**config.mk**
```make
export PLATFORM = sky130hd
export DESIGN_NAME = sha1_message_digest_core
export DESIGN_NICKNAME = d
export VERILOG_FILES = /design/src/rtl/sha1md_pkg.sv /design/src/rtl/sha1_message_digest_core.sv
export SDC_FILE = /design/constraint.sdc
export NUM_CORES = 2
export LEC_CHECK = 0
export BUFFER_PORTS_ARGS = -buffer_cell sky130_fd_sc_hd__buf_2
export CORE_MARGIN = 8
export CORE_UTILIZATION = 35
export DETAILED_ROUTE_END_ITERATION = 16
export PLACE_DENSITY_LB_ADDON = 0.15
export SLEW_MARGIN = 30
export SYNTH_ARGS = -nofsm -noshare
export SYNTH_HDL_FRONTEND = slang
export SYNTH_SLANG_ARGS = --single-unit
```
**constraint.sdc**
```tcl
create_clock -name clk_i -period 18.7 [get_ports clk_i]
set_input_delay 3.74 -clock clk_i [delete_from_list [all_inputs] [get_ports clk_i]]
set_output_delay 3.74 -clock clk_i [all_outputs]
set_load 0.05 [all_outputs]
```
**src/rtl/sha1md_pkg.sv**
```systemverilog
`timescale 1ns / 1ps
// ----------------------------------------------------------------------------
// sha1md_pkg
// Shared types and constants of the SHA-1 message digest core.
// ----------------------------------------------------------------------------
package sha1md_pkg;

  typedef enum logic [2:0] {
    ST_IDLE,
    ST_PAD,
    ST_ROUND,
    ST_ADD,
    ST_DONE
  } state_e;

  // Initial chaining words, entry 0 is H0.
  localparam logic [4:0][31:0] H_INIT = {
    32'hC3D2_E1F0, 32'h1032_5476, 32'h98BA_DCFE, 32'hEFCD_AB89, 32'h6745_2301
  };

  localparam logic [31:0] K_0 = 32'h5A82_7999;
  localparam logic [31:0] K_1 = 32'h6ED9_EBA1;
  localparam logic [31:0] K_2 = 32'h8F1B_BCDC;
  localparam logic [31:0] K_3 = 32'hCA62_C1D6;

  localparam logic [7:0] PAD_MARK   = 8'h80;
  localparam logic [5:0] FILL_LAST  = 6'd63;
  localparam logic [5:0] FILL_LEN   = 6'd56;
  localparam logic [6:0] ROUND_LAST = 7'd79;
  localparam logic [3:0] LEN_LAST   = 4'd7;
  localparam logic [2:0] WORD_LAST  = 3'd4;
  localparam logic [2:0] WORD_COUNT = 3'd5;

endpackage

```
**src/rtl/sha1_message_digest_core.sv**
```systemverilog
`timescale 1ns / 1ps
// ----------------------------------------------------------------------------
// sha1_message_digest_core
// SHA-1 over a byte stream, one shared round unit stepped by a small sequencer.
// ----------------------------------------------------------------------------
// One message byte is taken per beat while the core is ready; a beat with tlast
// closes the message. Every 64th byte starts a compression of 80 rounds, one
// round a cycle on a single round adder, followed by a fold of the result into
// the chaining words. During a compression the input is not ready. After the
// last byte the core inserts the 0x80 mark, zero bytes and the 64-bit length at
// one byte a cycle and compresses one or two more blocks. The five digest words
// then leave through a five-word output buffer, H0 first, so the core takes the
// next message while the digest still drains.
module sha1_message_digest_core (
  input  logic        clk_i,
  input  logic        rst_ni,
  input  logic        s_axis_tvalid_i,
  output logic        s_axis_tready_o,
  input  logic [7:0]  s_axis_tdata_i,   // [7:0] data_byte
  input  logic        s_axis_tlast_i,   // last_byte
  output logic        m_axis_tvalid_o,
  input  logic        m_axis_tready_i,
  output logic [39:0] m_axis_tdata_o,   // [31:0] digest_word, [34:32] word_index, rest zero
  output logic        m_axis_tlast_o    // last_word
);

  sha1md_pkg::state_e state_q, state_d;

  logic [4:0][31:0] h_q;
  logic [31:0]      w_q [16];
  logic [31:0]      a_q, b_q, c_q, d_q, e_q;
  logic [63:0]      bit_count_q;
  logic [5:0]       fill_q;
  logic [6:0]       round_q;
  logic [3:0]       len_q;
  logic             mark_sent_q;
  logic             pad_q;
  logic             finish_q;

  logic [31:0]      out_word_q [5];
  logic [2:0]       out_idx_q;
  logic [2:0]       out_cnt_q;

  logic             in_acc;
  logic             out_acc;
  logic             push_en;
  logic             len_push;
  logic [7:0]       push_byte;
  logic [31:0]      f_val;
  logic [31:0]      k_val;
  logic [31:0]      t_val;
  logic [31:0]      w_new;

  assign in_acc  = s_axis_tvalid_i & s_axis_tready_o;
  assign out_acc = m_axis_tvalid_o & m_axis_tready_i;

  // Next state.
  always_comb begin
    state_d = state_q;
    case (state_q)
      sha1md_pkg::ST_IDLE: begin
        if (in_acc) begin
          if (fill_q == sha1md_pkg::FILL_LAST) begin
            state_d = sha1md_pkg::ST_ROUND;
          end else if (s_axis_tlast_i) begin
            state_d = sha1md_pkg::ST_PAD;
          end
        end
      end
      sha1md_pkg::ST_PAD: begin
        if (fill_q == sha1md_pkg::FILL_LAST) begin
          state_d = sha1md_pkg::ST_ROUND;
        end
      end
      sha1md_pkg::ST_ROUND: begin
        if (round_q == sha1md_pkg::ROUND_LAST) begin
          state_d = sha1md_pkg::ST_ADD;
        end
      end
      sha1md_pkg::ST_ADD: begin
        if (finish_q) begin
          state_d = sha1md_pkg::ST_DONE;
        end else if (pad_q) begin
          state_d = sha1md_pkg::ST_PAD;
        end else begin
          state_d = sha1md_pkg::ST_IDLE;
        end
      end
      sha1md_pkg::ST_DONE: begin
        if (out_cnt_q == '0) begin
          state_d = sha1md_pkg::ST_IDLE;
        end
      end
      default: state_d = sha1md_pkg::ST_IDLE;
    endcase
  end

  // Sequencer outputs: which byte goes into the block buffer this cycle.
  always_comb begin
    s_axis_tready_o = 1'b0;
    push_en         = 1'b0;
    len_push        = 1'b0;
    push_byte       = s_axis_tdata_i;
    case (state_q)
      sha1md_pkg::ST_IDLE: begin
        s_axis_tready_o = 1'b1;
        push_en         = in_acc;
      end
      sha1md_pkg::ST_PAD: begin
        push_en = 1'b1;
        if (!mark_sent_q) begin
          push_byte = sha1md_pkg::PAD_MARK;
        end else if (len_q != '0 || fill_q == sha1md_pkg::FILL_LEN) begin
          len_push  = 1'b1;
          push_byte = bit_count_q[63:56];
        end else begin
          push_byte = '0;
        end
      end
      default: begin
        push_en = 1'b0;
      end
    endcase
  end

  // Round function and constant by round number.
  always_comb begin
    if (round_q < 7'd20) begin
      f_val = (b_q & c_q) | (~b_q & d_q);
      k_val = sha1md_pkg::K_0;
    end else if (round_q < 7'd40) begin
      f_val = b_q ^ c_q ^ d_q;
      k_val = sha1md_pkg::K_1;
    end else if (round_q < 7'd60) begin
      f_val = (b_q & c_q) | (b_q & d_q) | (c_q & d_q);
      k_val = sha1md_pkg::K_2;
    end else begin
      f_val = b_q ^ c_q ^ d_q;
      k_val = sha1md_pkg::K_3;
    end
  end

  assign t_val = {a_q[26:0], a_q[31:27]} + f_val + e_q + k_val + w_q[0];

  always_comb begin
    w_new = w_q[13] ^ w_q[8] ^ w_q[2] ^ w_q[0];
    w_new = {w_new[30:0], w_new[31]};
  end

  // Control and chaining state.
  always_ff @(posedge clk_i or negedge rst_ni) begin
    if (!rst_ni) begin
      state_q     <= sha1md_pkg::ST_IDLE;
      h_q         <= sha1md_pkg::H_INIT;
      bit_count_q <= '0;
      fill_q      <= '0;
      round_q     <= '0;
      len_q       <= '0;
      mark_sent_q <= 1'b0;
      pad_q       <= 1'b0;
      finish_q    <= 1'b0;
      out_idx_q   <= '0;
      out_cnt_q   <= '0;
    end else begin
      state_q <= state_d;

      if (push_en) begin
        fill_q <= fill_q + 6'd1;
      end
      if (in_acc) begin
        bit_count_q <= bit_count_q + 64'd8;
        if (s_axis_tlast_i) begin
          pad_q <= 1'b1;
        end
      end
      if (state_q == sha1md_pkg::ST_PAD) begin
        mark_sent_q <= 1'b1;
        if (len_push) begin
          // The length leaves most significant byte first.
          bit_count_q <= {bit_count_q[55:0], 8'h00};
          len_q       <= len_q + 4'd1;
          if (len_q == sha1md_pkg::LEN_LAST) begin
            finish_q <= 1'b1;
          end
        end
      end

      if (state_q == sha1md_pkg::ST_ROUND) begin
        round_q <= round_q + 7'd1;
      end else begin
        round_q <= '0;
      end

      if (state_q == sha1md_pkg::ST_ADD) begin
        h_q[0] <= h_q[0] + a_q;
        h_q[1] <= h_q[1] + b_q;
        h_q[2] <= h_q[2] + c_q;
        h_q[3] <= h_q[3] + d_q;
        h_q[4] <= h_q[4] + e_q;
      end

      if (state_q == sha1md_pkg::ST_DONE && out_cnt_q == '0) begin
        out_idx_q   <= '0;
        out_cnt_q   <= sha1md_pkg::WORD_COUNT;
        h_q         <= sha1md_pkg::H_INIT;
        bit_count_q <= '0;
        fill_q      <= '0;
        len_q       <= '0;
        mark_sent_q <= 1'b0;
        pad_q       <= 1'b0;
        finish_q    <= 1'b0;
      end else if (out_acc) begin
        out_idx_q <= out_idx_q + 3'd1;
        out_cnt_q <= out_cnt_q - 3'd1;
      end
    end
  end

  // Block buffer as sixteen big-endian words; during rounds it runs as the
  // message schedule, so word 0 always holds the current round's word.
  always_ff @(posedge clk_i) begin
    if (push_en) begin
      case (fill_q[1:0])
        2'd0:    w_q[fill_q[5:2]][31:24] <= push_byte;
        2'd1:    w_q[fill_q[5:2]][23:16] <= push_byte;
        2'd2:    w_q[fill_q[5:2]][15:8]  <= push_byte;
        default: w_q[fill_q[5:2]][7:0]   <= push_byte;
      endcase
    end else if (state_q == sha1md_pkg::ST_ROUND) begin
      for (int i = 0; i < 15; i++) begin
        w_q[i] <= w_q[i + 1];
      end
      w_q[15] <= w_new;
    end
  end

  // Working variables: loaded as a block fills, stepped once per round.
  always_ff @(posedge clk_i) begin
    if (state_q == sha1md_pkg::ST_ROUND) begin
      a_q <= t_val;
      b_q <= a_q;
      c_q <= {b_q[1:0], b_q[31:2]};
      d_q <= c_q;
      e_q <= d_q;
    end else if (push_en && fill_q == sha1md_pkg::FILL_LAST) begin
      a_q <= h_q[0];
      b_q <= h_q[1];
      c_q <= h_q[2];
      d_q <= h_q[3];
      e_q <= h_q[4];
    end
  end

  // Digest output buffer, drained one word per beat.
  always_ff @(posedge clk_i) begin
    if (state_q == sha1md_pkg::ST_DONE && out_cnt_q == '0) begin
      for (int i = 0; i < 5; i++) begin
        out_word_q[i] <= h_q[i];
      end
    end else if (out_acc) begin
      for (int i = 0; i < 4; i++) begin
        out_word_q[i] <= out_word_q[i + 1];
      end
      out_word_q[4] <= out_word_q[0];
    end
  end

  assign m_axis_tvalid_o = (out_cnt_q != '0);
  assign m_axis_tdata_o  = {5'b0, out_idx_q, out_word_q[0]};
  assign m_axis_tlast_o  = (out_idx_q == sha1md_pkg::WORD_LAST);

endmodule
```
==> results_dict.tcl <==
set metrics [dict create \
    timing.rr.start "round_q[2]" \
    worstSetupPathType "reg -> reg" \
    numCtsBuffers 131 \
    place.port_buffers 50 \
    postCtsSetupRepairBufs 0 \
    vias_per_cell 5.24 \
    yosysSeqAreaShare 0.537 \
    worstPathArrival_ns 8.02 \
    antenna_left 0 \
    skew_ns 0.0375 \
    syn_area_per_cell_um2 10.8 \
    fin_tns_setup_ns 0 \
    ys_ff_latch 1082 \
    relSlewSlack 0.312 \
    place_congestion 0.867 \
    num_rows 150 \
    min_path_type "reg -> reg" \
    areaGrowthSynthToFinish_pct 11.3 \
    first_pass_iters 5 \
    htreeDepth 4 \
    drc 0 \
    grt_setup_unrepaired "false" \
    grt_pass1_wl_um 265000 \
    tightest_slew_ns 1.03 \
    end_kind "flop" \
    post_cts_resized 0 \
    final_common_cell "nand2_1" \
    status "finished, final reports clean" \
    grt_pass1_vias 40246 \
    regToRegSetupSlack_ns 11.18 \
    nNetsFinal 5701 \
    hpwl_um 119000 \
    routed_wl_um 175000 \
    cp_max_fo 18 \
    maxCapViolations 0 \
    power_density_nw_per_um2 152 \
    hold_start "pad_q" \
    setup_violations 0 \
    worstSetupStartpointType "flop" \
    fin_area_um2 65000 \
    ios 56 \
    die_y_um 424 \
    required_ns 19.20 \
    cts_sinks 1082 \
    clk_latency_ns 0.78 \
    drive_gt1_frac 0.0804 \
    fmax_ghz 0.133 \
    multi_input_area_um2 24900 \
    synth-edff-count 832 \
    coreArea_um2 166000 \
    max-vdd-ir-drop_mv 0.141 \
    hold_viol_final 0 \
    grt_usage 0.191 \
    wl_per_cell_um 22.8 \
    syn-cell-area_um2 58400 \
    grt_max_degree 188 \
    cts_buffer_depth 3 \
    report.final.slew_viol_count 0 \
    nFillCells 16224 \
    fin_cells 7665 \
    gr-total-overflow 0 \
    p_leak_nw 28.3 \
    r2r_end "a_q[30]" \
    ys_warn_count 0 \
    min_period_over_period 0.402 \
    seqCellArea_um2 31300 \
    placed_area_um2 60800 \
    die_w_um 424 \
    mostFrequentLayoutCells "nand2_1 (1028), edfxtp_1 (832), a21o_1 (612), inv_1 (269), o21ai_0 (268)" \
    cts_tree "yes" \
    start_util 0.351 \
    synthCells 5413 \
    synth_top_flop_cell "edfxtp_1" \
    root_buffer "clkbuf_16" \
    drt-initial-drc-count 3154 \
    via_count 40149 \
    place_inst 7427 \
    min_to "pad_q" \
    dieArea_um2 180000 \
    min_period_ns 7.52 \
    ys_types 83 \
    ff2ff_path_depth 23 \
    clk_pin_slew_ns 0.06 \
    async_reset_ff_frac 0.231 \
    antenna_found_initial 0 \
    whs_path_depth 2 \
    cts_hold_buf 0 \
]
## worst max-delay path: stages (launching register included)
cell       delay, ns
dfrtp_1         0.45
a41oi_1         0.40
nand2_1         0.09
buf_4           0.23
nand2_1         0.10
buf_4           0.33
clkinv_1        0.72
a221oi_1        0.58
fa_1            0.49
inv_1           0.09
fa_1            0.44
fa_1            0.48
ha_1            0.37
o211ai_1        0.14
a2111oi_0       0.43
a21oi_1         0.17
a21oi_1         0.36
a22oi_1         0.23
a2111oi_0       0.40
nand2b_1        0.20
nor2_1          0.07
o21ai_0         0.22
xnor2_1         0.14
o21ai_0         0.08
## final cells by class
cell class	instances	share of cell area
diodes	1	0.0000385
clock buffers	183	0.0553
clock inverters	53	0.00770
inverters	271	0.0157
multi-input cells	3746	0.383
flip-flops and latches	1082	0.482
well taps	2204	0.0424
repair buffers	125	0.0140
## flip-flops by register name (all words and copies together), names as in the netlist, 6 cells and up
name	cells
a_q	32
fill_q	6
e_q	32
w_q	512
d_q	32
bit_count_q	61
c_q	32
h_q	160
round_q	7
out_word_q	160
b_q	32
## worst max-delay path by stage
| stage | depth (start not counted) | end | slack, ns | startpoint |
|---|---|---|---|---|
| finish | 23 | a_q[30] | 11.18 | round_q[2] |
| CTS | 23 | a_q[30] | 11.02 | round_q[2] |
| detailed placement | 23 | a_q[30] | 11.07 | round_q[2] |
| floorplan | 6 | a_q[0] | 2.13 | s_axis_tvalid_i |
| global route | 23 | a_q[30] | 10.50 | round_q[2] |
| global placement | 23 | a_q[30] | 11.22 | round_q[2] |
## power by group
group | internal (mW) | switching (mW)
Sequential | 3.48 | 0.432
Clock | 1.44 | 1.05
Combinational | 1.37 | 2.09
Total | 6.30 | 3.58
## synthesized netlist by cell type, types with 110 or more instances
| library cell | count | share of area |
|---|---|---|
| fa_1 | 125 | 0.043 |
| a21o_1 | 612 | 0.079 |
| nor2_1 | 256 | 0.016 |
| xor2_1 | 155 | 0.023 |
| a21oi_1 | 225 | 0.019 |
| clkbuf_1 | 254 | 0.016 |
| nand3_1 | 110 | 0.0094 |
| nand2_1 | 1032 | 0.066 |
| o21ai_0 | 304 | 0.026 |
| dfrtp_1 | 170 | 0.073 |
| inv_1 | 269 | 0.017 |
| ha_1 | 206 | 0.044 |
| xnor2_1 | 171 | 0.026 |
| edfxtp_1 | 832 | 0.43 |
## metrics by stage
step	utilization	total power [mW]	hold slack [ns]	worst slack, ns
CTS	0.390	10.0	0.492	11.02
floorplan	-	6.37	0.446	2.13
detailed placement	0.365	7.45	0.478	11.07
global placement	0.365	7.42	0.475	11.22
finish	0.390	9.88	0.487	11.18
global route	0.390	10.5	0.511	10.50
## layer usage
layer,GRT usage,wire length [um],up-vias
met1,0.265,80800,20172
li1,-,-,18932
met5,0,0,-
met2,0.312,82300,798
met3,0.0273,6450,247
met4,0.0604,5240,0
## cells by family (layout without fill, tap and decap cells)
logic type	after synthesis	after routing	synth area share
adders and majority gates	331	331	0.0870
AOI/OAI and AO/OA	1428	1428	0.164
and+or+nand+nor	1623	1623	0.118
buffers and inverters	589	632	0.0404
DFF	1082	1082	0.537
other	1	6	0.0000642
xor gates and xnor gates	326	326	0.0489
muxes	33	33	0.00566
Power figures use the tool's default switching activity.
